===== src/hdl/bfd_pkg.sv =====
package bfd_pkg;

    localparam int WORD_BYTES  = 8;
    localparam int DEPTH_WORDS = 128;

    localparam int STORE_BYTES = WORD_BYTES * DEPTH_WORDS;
    localparam int POS_W       = $clog2(STORE_BYTES + 16);
    localparam int IDX_W       = (DEPTH_WORDS > 1) ? $clog2(DEPTH_WORDS) : 1;
    localparam int BOFF_W      = (WORD_BYTES > 1) ? $clog2(WORD_BYTES) : 1;
    localparam int STEP_W      = $clog2(WORD_BYTES + 15);

    localparam int OPC_W   = 2;
    localparam int NBYTE_W = 4;
    localparam int DATA_W  = 64;

    localparam logic [DATA_W-1:0] WORD_MASK = (WORD_BYTES >= 8) ? {DATA_W{1'b1}} :
        ((DATA_W'(1) << (8 * WORD_BYTES)) - DATA_W'(1));

    localparam int QUEUE_DEPTH = 2;
    localparam int QPTR_W      = (QUEUE_DEPTH > 1) ? $clog2(QUEUE_DEPTH) : 1;
    localparam int QCNT_W      = $clog2(QUEUE_DEPTH + 1);

    typedef enum logic [OPC_W-1:0] {
        OP_OPEN  = 2'd0,
        OP_WRITE = 2'd1,
        OP_READ  = 2'd2,
        OP_CLOSE = 2'd3
    } t_opcode;

    typedef struct packed {
        logic [OPC_W-1:0]   kind;
        logic [NBYTE_W-1:0] nbytes;
        logic               do_write;
        logic               do_read;
        logic [IDX_W-1:0]   addr;
        logic [DATA_W-1:0]  data;
    } t_cmd;

    // Byte offset plus step, split into whole words and the new offset.
    function automatic logic [STEP_W-1:0] step_words(input logic [STEP_W-1:0] sum);
        return STEP_W'(sum / WORD_BYTES);
    endfunction

    function automatic logic [BOFF_W-1:0] step_offset(input logic [STEP_W-1:0] sum);
        return BOFF_W'(sum % WORD_BYTES);
    endfunction

    function automatic logic [STEP_W-1:0] words_mod_depth(input logic [STEP_W-1:0] w);
        return STEP_W'(w % DEPTH_WORDS);
    endfunction

endpackage


===== src/hdl/bfd_fifo.sv =====
module bfd_fifo (
    input  logic          i_clk,
    input  logic          i_rst_n,
    input  logic          i_push,
    input  bfd_pkg::t_cmd i_cmd,
    input  logic          i_pop,
    output logic          o_full,
    output logic          o_empty,
    output bfd_pkg::t_cmd o_cmd
);
    import bfd_pkg::*;

    t_cmd              r_slot [QUEUE_DEPTH];
    logic [QPTR_W-1:0] r_wptr, n_wptr;
    logic [QPTR_W-1:0] r_rptr, n_rptr;
    logic [QCNT_W-1:0] r_count, n_count;
    logic              do_push;
    logic              do_pop;

    assign o_full  = (r_count == QCNT_W'(QUEUE_DEPTH));
    assign o_empty = (r_count == '0);
    assign o_cmd   = r_slot[r_rptr];
    assign do_push = i_push && !o_full;
    assign do_pop  = i_pop && !o_empty;

    always_comb begin
        n_wptr = r_wptr;
        n_rptr = r_rptr;
        if (do_push) begin
            n_wptr = (r_wptr == QPTR_W'(QUEUE_DEPTH - 1)) ? '0 : r_wptr + 1'b1;
        end
        if (do_pop) begin
            n_rptr = (r_rptr == QPTR_W'(QUEUE_DEPTH - 1)) ? '0 : r_rptr + 1'b1;
        end
        n_count = r_count + QCNT_W'(do_push) - QCNT_W'(do_pop);
    end

    always_ff @(posedge i_clk) begin
        if (do_push) begin
            r_slot[r_wptr] <= i_cmd;
        end
    end

    always_ff @(posedge i_clk) begin
        if (!i_rst_n) begin
            r_wptr  <= '0;
            r_rptr  <= '0;
            r_count <= '0;
        end else begin
            r_wptr  <= n_wptr;
            r_rptr  <= n_rptr;
            r_count <= n_count;
        end
    end

endmodule


===== config.mk =====
export PLATFORM = sky130hd
export DESIGN_NAME = bfd_fifo
export DESIGN_NICKNAME = d
export VERILOG_FILES = /design/src/hdl/bfd_pkg.sv /design/src/hdl/bfd_fifo.sv
export SDC_FILE = /design/constraint.sdc
export NUM_CORES = 1
export LEC_CHECK = 0
export ABC_CLOCK_PERIOD_IN_PS = 8100
export BUFFER_PORTS_ARGS = -buffer_cell sky130_fd_sc_hd__buf_2
export CAP_MARGIN = 10
export CORE_UTILIZATION = 40
export DETAILED_ROUTE_END_ITERATION = 10
export PLACE_DENSITY_LB_ADDON = 0.1
export SLEW_MARGIN = 25
export SYNTH_ARGS = -nofsm -noshare
export SYNTH_HDL_FRONTEND = slang
export SYNTH_SLANG_ARGS = --single-unit

===== constraint.sdc =====
create_clock -name i_clk -period 8.1 [get_ports i_clk]
set_input_delay 0.81 -clock i_clk [delete_from_list [all_inputs] [get_ports i_clk]]
set_output_delay 0.81 -clock i_clk [all_outputs]
set_load 0.05 [all_outputs]

==> flow_summary_export.csv <==
group,metric,value,unit
pwr,power_per_cell_area,386,nW/um2
timing,max-slew-margin-rel,0.474,
routing,routedWlPerCell,16.7,um
cells_and_area,register_area,4850,um2
synth,synthCells,273,
timing,fin_crit,2.86,ns
synth,syn-num-nets,358,
setup_path,cp.required,7.29,ns
min_path,hp-class,"reg -> reg",
timing,finalCritPeriodShare,0.354,
synth,synth.area.top_cells,"edfxtp_1 (79%), mux2_2 (13%), mux2_4 (2.5%)",
floorplan,die_w,124,um
timing,slew_violations,0,
routing,drc,0,
cells_and_area,syn_to_final_growth,26.1,%
timing,hold_slack,0.517,ns
timing,hold_viol_final,0,
setup_path,cp_data_arrival_time,2.05,ns
synth,yosysTopAreaCell,"edfxtp_1",
floorplan,initial_core_util,0.411,
floorplan,core-area,14500,um2
synth,ys_warn_count,0,
cells_and_area,finalNonFillerCells,646,
setup_path,worst_setup_path_end_kind,"primary output",
setup_path,slowest_stage,"dfxtp_4",
clock_network,clock-sinks,163,
place,numPortBuffers,163,
clock_network,cts_setup_buffers,0,
routing,first_pass_iters,4,
routing,viasPerCell,4.71,
floorplan,rows,44,
synth,seq_area_frac_synth,0.812,
timing,rsz0062_at_grt,"false",
status,status,"completed",
clock_network,clk_latency,0.41,ns
routing,dr_total_vias,3042,
synth,synth_cell_type_count,18,
routing,drtIter0Drc,158,
cells_and_area,multi_input_area,1060,um2
clock_network,h-tree-depth,4,
setup_path,worstPathMaxFanout,41,
routing,drt-total-wl,10.8,mm
clock_network,numCtsBuffers,17,
clock_network,root_buffer,"clkbuf_16",
floorplan,ioPinCount,164,
cells_and_area,final_nets,534,
timing,final.setup.tns,0,ns
pwr,leakage,2.84,nW
place,dp_cells,614,
pwr,worst_ir_drop_vdd,0.278,mV
clock_network,cts_hold_buffers,0,
setup_path,slowest_delay,0.71,ns
cells_and_area,drive_gt1_frac,0.584,
global_routing,grt_pass1_wl,16.1,mm
clock_network,cts_buffer_depth,2,
global_routing,antenna_found_initial,0,
place,place.gp.congestion,0.705,
floorplan,dieHeight,124,um
global_routing,grt_use_total,0.148,
timing,worst_pin_slew,0.788,ns
synth,syn_area_per_cell,21.9,um2
synth,synth_top_cell_area_share,0.795,
global_routing,grt_start_max_net_pins,80,
timing,fmax,349,MHz
routing,antenna_left,0,
timing,finClkSkew,0.00645,ns
cells_and_area,fill_cells,1242,
clock_network,cts_tree,"built",
setup_path,path_cells,"buf_16 > mux2_2 > buf_2",
global_routing,first_global_vias,3165,
setup_path,criticalPathCategory,"reg -> out",
clock_network,post_cts_resized,0,
floorplan,dieArea,15400,um2
timing,setup_violations,0,
clock_network,clkTransAtPathRegs,0.06,ns
place,hpwl,6.77,mm
global_routing,grt_overflow,0,
synth,ys_seq_elements,163,
setup_path,start_kind,"flop",
run,maxCapViolations,0,
synth,synth_area,5970,um2
-- layout make-up --
cell class,instances,share of cell area
clock buffer,21,0.0585
multi-input combinational,98,0.141
clock inverter,10,0.00898
tap,184,0.0306
sequential,163,0.644
antenna,1,0.000333
timing repair buffer,166,0.115
inverter,3,0.00150
-- cell families after synthesis --
logic type	share of synthesized area
flops	0.812
mux	0.157
simple gates	0.0105
buf+inv	0.0126
xor+xnor	0.00293
fa+ha+maj	0.00419
compound gates	0.00126
-- registers in the layout, indices dropped and copies added, names as in the netlist, named ones only --
register / flops
r_rptr: 1
r_count: 2
r_wptr: 1
r_slot: 158
-- synth_stat cells, drive strengths merged --
cell type / instances
inv: 3
and2: 2
nor3: 1
o21a: 1
mux2: 79
nand2b: 2
ha: 2
edfxtp: 158
and3: 1
xor2: 1
dfxtp: 5
mux2i: 1
nor2: 5
buf: 9
xnor2: 1
nand2: 2
-- worst paths after layout --
check / start / end / slack (ns) / cells past startpoint
max: flop / o_cmd[70] / 5.24 / 3
max reg2reg: r_count[0] / r_slot[1][28] / 5.94 / 3
min: r_rptr / r_rptr / 0.52 / 2
min reg2reg: r_rptr / r_rptr / 0.52 / 2
-- worst max-delay path, delay by kind of cell (launching register included) --
kind | cells | cell delay (ns)
DFF | 1 | 0.71
buffers and inverters | 2 | 0.53
muxes | 1 | 0.38
-- power by group --
part	switching, mW	leakage (nW)	internal (mW)	total (mW)
logic	0.752	1.07	0.296	1.05
registers	0.0619	1.52	1.09	1.15
clock network	0.291	0.249	0.412	0.704
-- layer usage --
| layer | vias to the layer above | wire length, um | global-route usage |
|---|---|---|---|
| met4 | 0 | 178 | 0.0714 |
| met3 | 11 | 763 | 0.0572 |
| met2 | 96 | 5670 | 0.255 |
| met1 | 1506 | 4200 | 0.158 |
| met5 | - | 0 | 0 |
| li1 | 1429 | - | - |
-- stage by stage --
stage               cell area [um2]   util  setup WS [ns]  total power [mW]
detailed placement             7010  0.483           5.55              2.23
global placement               6980  0.480           5.47              2.22
CTS                            7520  0.518           5.16              2.94
floorplan                      5970      -           3.38              2.01
finish                         7520  0.518           5.24              2.90
global route                   7520  0.518           5.11              3.03
-- placed cells by master (no fill, tap or decap) --
cell type    n
mux2_2      69
and3_4       1
nand2b_1     2
buf_2      163
o21a_1       1
nor2_4       1
buf_4        1
dfxtp_4      1
nor2_1       4
inv_1        3
mux2_4      10
buf_16       1
bufinv_16    1
clkinv_2     3
xor2_1       1
nand2_1      2
diode_2      1
edfxtp_1   158
and2_1       2
clkbuf_1     4
xnor2_1      1
buf_6        1
clkinv_1     6
clkbuf_16   17
mux2i_1      1
nor3_1       1
dfxtp_1      4
ha_1         2
Note: power is estimated with default switching activity, not from simulation.
