## config.mk

```make
export PLATFORM = sky130hd
export DESIGN_NAME = bfd_front_flat
export DESIGN_NICKNAME = d
export VERILOG_FILES = /design/src/hdl/bfd_pkg.sv /design/src/hdl/bfd_if.sv /design/src/hdl/bfd_front.sv /design/src/flat_wrapper.sv
export SDC_FILE = /design/constraint.sdc
export NUM_CORES = 1
export LEC_CHECK = 0
export ABC_AREA = 1
export BUFFER_PORTS_ARGS = -buffer_cell sky130_fd_sc_hd__buf_4
export CELL_PAD_IN_SITES_DETAIL_PLACEMENT = 1
export CELL_PAD_IN_SITES_GLOBAL_PLACEMENT = 1
export CORE_MARGIN = 2
export CORE_UTILIZATION = 34
export CTS_BUF_LIST = sky130_fd_sc_hd__clkbuf_8
export DETAILED_ROUTE_END_ITERATION = 7
export PLACE_DENSITY_LB_ADDON = 0.1
export SKIP_CTS_REPAIR_TIMING = 1
export SLEW_MARGIN = 40
export SYNTH_ARGS = -nofsm -noshare
export SYNTH_HDL_FRONTEND = slang
export SYNTH_SLANG_ARGS = --single-unit
export TNS_END_PERCENT = 10
```

## constraint.sdc

```tcl
create_clock -name i_clk -period 5.72 [get_ports i_clk]
set_input_delay 0.286 -clock i_clk [delete_from_list [all_inputs] [get_ports i_clk]]
set_output_delay 0.286 -clock i_clk [all_outputs]
set_load 0.005 [all_outputs]
```

## src/hdl/bfd_pkg.sv

```systemverilog
package bfd_pkg;

    localparam int WORD_BYTES  = 8;
    localparam int DEPTH_WORDS = 128;

    localparam int STORE_BYTES = WORD_BYTES * DEPTH_WORDS;
    localparam int POS_W       = $clog2(STORE_BYTES + 16);
    localparam int IDX_W       = (DEPTH_WORDS > 1) ? $clog2(DEPTH_WORDS) : 1;
    localparam int BOFF_W      = (WORD_BYTES > 1) ? $clog2(WORD_BYTES) : 1;
    localparam int STEP_W      = $clog2(WORD_BYTES + 15);

    localparam int OPC_W   = 2;
    localparam int NBYTE_W = 4;
    localparam int DATA_W  = 64;

    localparam logic [DATA_W-1:0] WORD_MASK = (WORD_BYTES >= 8) ? {DATA_W{1'b1}} :
        ((DATA_W'(1) << (8 * WORD_BYTES)) - DATA_W'(1));

    localparam int QUEUE_DEPTH = 2;
    localparam int QPTR_W      = (QUEUE_DEPTH > 1) ? $clog2(QUEUE_DEPTH) : 1;
    localparam int QCNT_W      = $clog2(QUEUE_DEPTH + 1);

    typedef enum logic [OPC_W-1:0] {
        OP_OPEN  = 2'd0,
        OP_WRITE = 2'd1,
        OP_READ  = 2'd2,
        OP_CLOSE = 2'd3
    } t_opcode;

    typedef struct packed {
        logic [OPC_W-1:0]   kind;
        logic [NBYTE_W-1:0] nbytes;
        logic               do_write;
        logic               do_read;
        logic [IDX_W-1:0]   addr;
        logic [DATA_W-1:0]  data;
    } t_cmd;

    // Byte offset plus step, split into whole words and the new offset.
    function automatic logic [STEP_W-1:0] step_words(input logic [STEP_W-1:0] sum);
        return STEP_W'(sum / WORD_BYTES);
    endfunction

    function automatic logic [BOFF_W-1:0] step_offset(input logic [STEP_W-1:0] sum);
        return BOFF_W'(sum % WORD_BYTES);
    endfunction

    function automatic logic [STEP_W-1:0] words_mod_depth(input logic [STEP_W-1:0] w);
        return STEP_W'(w % DEPTH_WORDS);
    endfunction

endpackage

```

## src/hdl/bfd_if.sv

```systemverilog
interface bfd_req_if;
    logic                       valid;
    logic                       ready;
    logic [bfd_pkg::OPC_W-1:0]   opcode;
    logic [bfd_pkg::NBYTE_W-1:0] req_bytes;
    logic [bfd_pkg::DATA_W-1:0]  write_word;

    modport source (output valid, output opcode, output req_bytes, output write_word,
                    input ready);
    modport sink   (input valid, input opcode, input req_bytes, input write_word,
                    output ready);
endinterface


```

## src/hdl/bfd_front.sv

```systemverilog
module bfd_front (
    input  logic          i_clk,
    input  logic          i_rst_n,
    bfd_req_if.sink       i_req,
    input  logic          i_full,
    output logic          o_push,
    output bfd_pkg::t_cmd o_cmd
);
    import bfd_pkg::*;

    logic [POS_W-1:0]  r_pos, n_pos;
    logic [POS_W-1:0]  r_stored, n_stored;
    logic [IDX_W-1:0]  r_widx, n_widx;
    logic [BOFF_W-1:0] r_boff, n_boff;

    logic              accept;
    logic [STEP_W-1:0] step_sum;
    logic [STEP_W-1:0] step_w;
    logic [IDX_W:0]    idx_sum;
    logic [IDX_W-1:0]  adv_widx;
    logic [BOFF_W-1:0] adv_boff;
    logic [POS_W-1:0]  adv_pos;
    t_opcode           op;

    assign i_req.ready = !i_full;
    assign accept      = i_req.valid && !i_full;
    assign o_push      = accept;
    assign op          = t_opcode'(i_req.opcode);

    // Advance the word index and in-word offset alongside the byte position.
    always_comb begin
        step_sum = STEP_W'(r_boff) + STEP_W'(i_req.req_bytes);
        step_w   = words_mod_depth(step_words(step_sum));
        adv_boff = step_offset(step_sum);
        idx_sum  = (IDX_W+1)'(r_widx) + (IDX_W+1)'(step_w);
        if (idx_sum >= (IDX_W+1)'(DEPTH_WORDS)) begin
            adv_widx = IDX_W'(idx_sum - (IDX_W+1)'(DEPTH_WORDS));
        end else begin
            adv_widx = IDX_W'(idx_sum);
        end
        adv_pos = r_pos + POS_W'(i_req.req_bytes);
    end

    always_comb begin
        n_pos    = r_pos;
        n_stored = r_stored;
        n_widx   = r_widx;
        n_boff   = r_boff;
        o_cmd.kind     = i_req.opcode;
        o_cmd.nbytes   = '0;
        o_cmd.do_write = 1'b0;
        o_cmd.do_read  = 1'b0;
        o_cmd.addr     = r_widx;
        o_cmd.data     = i_req.write_word & WORD_MASK;
        unique case (op)
            OP_OPEN: begin
                n_pos  = '0;
                n_widx = '0;
                n_boff = '0;
            end
            OP_WRITE: begin
                if (r_stored < POS_W'(STORE_BYTES)) begin
                    o_cmd.do_write = (i_req.req_bytes != '0);
                    o_cmd.nbytes   = i_req.req_bytes;
                    n_pos  = adv_pos;
                    n_widx = adv_widx;
                    n_boff = adv_boff;
                    if (adv_pos > r_stored) begin
                        n_stored = adv_pos;
                    end
                end
            end
            OP_READ: begin
                if (r_pos < r_stored) begin
                    o_cmd.do_read = 1'b1;
                    o_cmd.nbytes  = i_req.req_bytes;
                    n_pos  = adv_pos;
                    n_widx = adv_widx;
                    n_boff = adv_boff;
                end
            end
            OP_CLOSE: begin
            end
            default: begin
            end
        endcase
    end

    always_ff @(posedge i_clk) begin
        if (!i_rst_n) begin
            r_pos    <= '0;
            r_stored <= '0;
            r_widx   <= '0;
            r_boff   <= '0;
        end else if (accept) begin
            r_pos    <= n_pos;
            r_stored <= n_stored;
            r_widx   <= n_widx;
            r_boff   <= n_boff;
        end
    end

endmodule

```

## src/flat_wrapper.sv

```systemverilog
// flat-port wrapper written by rule: the top's interface ports become plain ports
module bfd_front_flat import bfd_pkg::*;
  (i_clk, i_rst_n, i_full, o_push, o_cmd, i_req_valid, i_req_opcode, i_req_req_bytes, i_req_write_word, i_req_ready);
  bfd_req_if i_req_i ();
  input  logic i_clk;
  input  logic i_rst_n;
  input  logic i_full;
  output logic o_push;
  output bfd_pkg::t_cmd o_cmd;
  input wire logic [$bits(i_req_i.valid)-1:0] i_req_valid;
  input wire logic [$bits(i_req_i.opcode)-1:0] i_req_opcode;
  input wire logic [$bits(i_req_i.req_bytes)-1:0] i_req_req_bytes;
  input wire logic [$bits(i_req_i.write_word)-1:0] i_req_write_word;
  output wire logic [$bits(i_req_i.ready)-1:0] i_req_ready;
  assign i_req_i.valid = i_req_valid;
  assign i_req_i.opcode = i_req_opcode;
  assign i_req_i.req_bytes = i_req_req_bytes;
  assign i_req_i.write_word = i_req_write_word;
  assign i_req_ready = i_req_i.ready;
  bfd_front u_core (.i_clk(i_clk), .i_rst_n(i_rst_n), .i_req(i_req_i), .i_full(i_full), .o_push(o_push), .o_cmd(o_cmd));
endmodule
```

==> run_results.csv <==
group,metric,value,unit
grt,met3_usage,3.814,%
cells_and_area,diodes,0,
route,num_vias,2641,
sta,min_period,2.890,ns
setup_path,cp-start-kind,"flop",
setup_path,critPathCaptureType,"flop",
cells_and_area,fillers,1214,
outcome,status,"complete, no violations",
logic_synthesis,ys_seq_area_share,20.23,%
route,ant_nets,0,
cts,cts-buffers-inserted,5,
setup_path,startpoint,"u_core.r_pos[0]",
sta,worst_pin_slew,0.5648,ns
sta,fmax,0.3461,GHz
logic_synthesis,netlist_instances,482,
sta,hold_viol_final,0,
grt,antenna_found_initial,0,
pwr,peakVddDrop,80.12,uV
setup_path,crit_end,"u_core.r_stored[1]",
run,drv_cap,0,
pwr,leakage,1.565,nW
pwr,combPwrFrac,34.6,%
setup_path,r2r_setup_slack,2.83,ns
logic_synthesis,synth_top_area_share,20.23,%
die,start_util,34.60,%
logic_synthesis,synth_nets,592,
pwr,netSwitchingFraction,38.25,%
pwr,clock_power_share,26.6,%
cells_and_area,drive_above_1_share,11.14,%
grt,globalRouteTotalUtil,17.64,%
die,rows,35,
placed_design,hpwl,6338,um
route,drc,0,
worst_hold_path,hold-path-cell-count,3,
grt,met1_usage,23.09,%
route,routed_wl,8264,um
setup_path,reg2reg_depth,15,
route,routedWlPerCell,15.00,um
logic_synthesis,ys_ff_latch,32,
die,pin_count,155,
cts,htree_levels,2,
setup_path,arrival,3.08,ns
placed_design,gp_congestion,0.7972,
pwr,switchingPower,0.2502,mW
route,drt-pass1-iter-count,4,
logic_synthesis,synth_area,3167,sq um
cts,clkSinkCount,32,
logic_synthesis,synth.distinct_cells,35,
sta,min_period_over_period,50.52,%
die,core,9153,sq um
die,die_area,10100,sq um
grt,overflow,0,
sta,grt_setup_unrepaired,"false",
sta,relSlewSlack,62.12,%
worst_hold_path,hold_class,"input port to flop",
route,avgViaCountPerCell,4.793,
die,dieWidth,100.5,um
pwr,internal_power,0.4038,mW
cts,clock_path_buffers,2,
cts,root_buffer,"clkbuf_8",
logic_synthesis,avgSynthCellArea,6.570,sq um
route,drtIter0Drc,61,
sta,whs,0.4232,ns
setup_path,rr_startpoint,"u_core.r_pos[0]",
pwr,power_frac_seq,38.8,%
logic_synthesis,synth_warnings,0,
setup_path,required,5.91,ns
grt,grt.busiest_layer,"met2",
grt,grt_first_pass_wirelength,13970,um
setup_path,critical_path_class,"flop to flop",
sta,tns,0,ns
sta,setup_viol,0,
logic_synthesis,yosysTopAreaCell,"dfxtp_1",
cts,worstSkewPairLatency,0.29,ns
grt,globalRouteMet2Util,30.36,%
grt,grt_pass1_vias,2746,
sta,drv_slew,0,
cts,clk_pin_slew,0.08,ns
logic_synthesis,ys_top_cells_by_area,"dfxtp_1 20%, buf_4 16%, nand2_1 13%, ha_1 13%, nor2_1 8.7%",
sta,skew,0.008386,ns
setup_path,reg2reg_to,"u_core.r_stored[1]",
pwr,p_per_area,215.5,nW/um^2
setup_path,crit_fanout,9,
grt,grt_max_degree,32,
cts,cts_tree,"done",
cells_and_area,layout.nets,550,
cells_and_area,areaGrowthSynthToFinish,-4.188,%
die,die_h,100.5,um
placed_design,port-buffer-count,26,
## critical path: stages (launching register included)
cell and delay (ns):
dfxtp_1 0.35, ha_1 0.24, fa_1 0.47, nand3_1 0.16, nand3b_1 0.10, and2_1 0.19, ha_1 0.29, nand2_1 0.11
nor2_1 0.07, and2_1 0.15, nand2_1 0.07, nand3_2 0.20, nand2_4 0.19, inv_4 0.06, nor2_1 0.09, nor2_1 0.05
## state kept, by name, indices dropped and copies added, names as in the netlist
signal	cells
u_core.r_stored	11
u_core.r_boff	3
u_core.r_widx	7
u_core.r_pos	11
## per-stage QoR
| step | cells | total power, mW | setup WS [ns] | cell area (sq um) | utilization (%) |
|---|---|---|---|---|---|
| detailed placement | 544 | 0.4896 | 2.750 | 2957 | 32.30 |
| global route | 551 | 0.7140 | 2.557 | 3034 | 33.15 |
| CTS | 551 | 0.6677 | 2.802 | 3034 | 33.15 |
| global placement | 544 | 0.4847 | 2.799 | 2957 | 32.30 |
| floorplan | 482 | 0.4541 | 3.207 | 3167 | - |
| finish | 551 | 0.6540 | 2.830 | 3034 | 33.15 |
## synth_stat cells, drive strengths merged
master,n
a211oi,1
a21o,1
a21oi,13
and2,4
buf,73
clkbuf,3
clkinv,1
dfxtp,32
fa,3
ha,33
inv,49
nand2,116
nand3,53
nand3b,6
nand4,6
nor2,75
nor3,1
nor3b,1
nor4,1
o21a,1
o21ai,4
o21bai,1
or2,1
xor2,3
## logic make-up after synthesis
logic type | share of synthesized area (%)
compound gates | 3.793
fa+ha+maj | 14.94
buf+inv | 23.59
simple gates | 36.63
xor+xnor | 0.8299
flops | 20.23
## power groups by stage
| stage | combinational, mW | sequential, mW | clock, mW |
|---|---|---|---|
| after floorplan | 0.201 | 0.253 | 0 |
| after global placement | 0.225 | 0.260 | 0 |
| after detailed placement | 0.230 | 0.260 | 0 |
| after CTS | 0.231 | 0.254 | 0.182 |
| after global routing | 0.265 | 0.257 | 0.192 |
| final | 0.226 | 0.254 | 0.174 |
## layout by cell type, fill, tap and decap left out
cell      netlist  final
o21a_1          1      1
clkinv_2        0      1
nand3b_1        6      6
nand3_2         3      3
o21ai_0         4      4
nand3_1        50     50
a211oi_2        1      1
nor3_1          1      1
clkbuf_8        0      5
nor3b_1         1      1
nor2_2          2      2
nor2_1         73     73
nand4_1         6      6
and2_1          2      2
a21oi_1        13     13
clkinv_1        1      1
fa_1            3      3
nand2_2         2      2
dfxtp_1        32     32
inv_1          46     47
nand2_4         2      2
and2_4          2      2
a21o_1          1      1
inv_4           1      1
or2_2           1      1
nand2_1       112    112
inv_6           1      1
o21bai_1        1      1
inv_2           1      1
buf_4          68     27
nor4_1          1      1
xor2_1          3      3
ha_1           33     33
## metal layers
layer,up-vias,part of all wire [%]
met5,-,0
li1,1375,-
met1,1194,49
met3,9,4.3
met4,0,0.76
met2,63,46
## worst min-delay path by stage
stage | startpoint | endpoint
floorplan | i_rst_n | u_core.r_stored[10]
global placement | u_core.r_stored[6] | u_core.r_stored[6]
detailed placement | u_core.r_stored[5] | u_core.r_stored[5]
CTS | i_rst_n | u_core.r_pos[0]
global route | i_rst_n | u_core.r_pos[0]
finish | i_rst_n | u_core.r_pos[6]
## cell type report
cell class	count	area (sq um)	area share (%)
repair buffers	27	202.7	6.680
well taps	111	138.9	4.577
multi-input cells	324	1779	58.64
inverters	50	195.2	6.433
clock inverters	2	8.758	0.2887
clock buffers	5	68.82	2.268
flip-flops and latches	32	640.6	21.11
No activity file was read; power rests on OpenSTA's default activity.
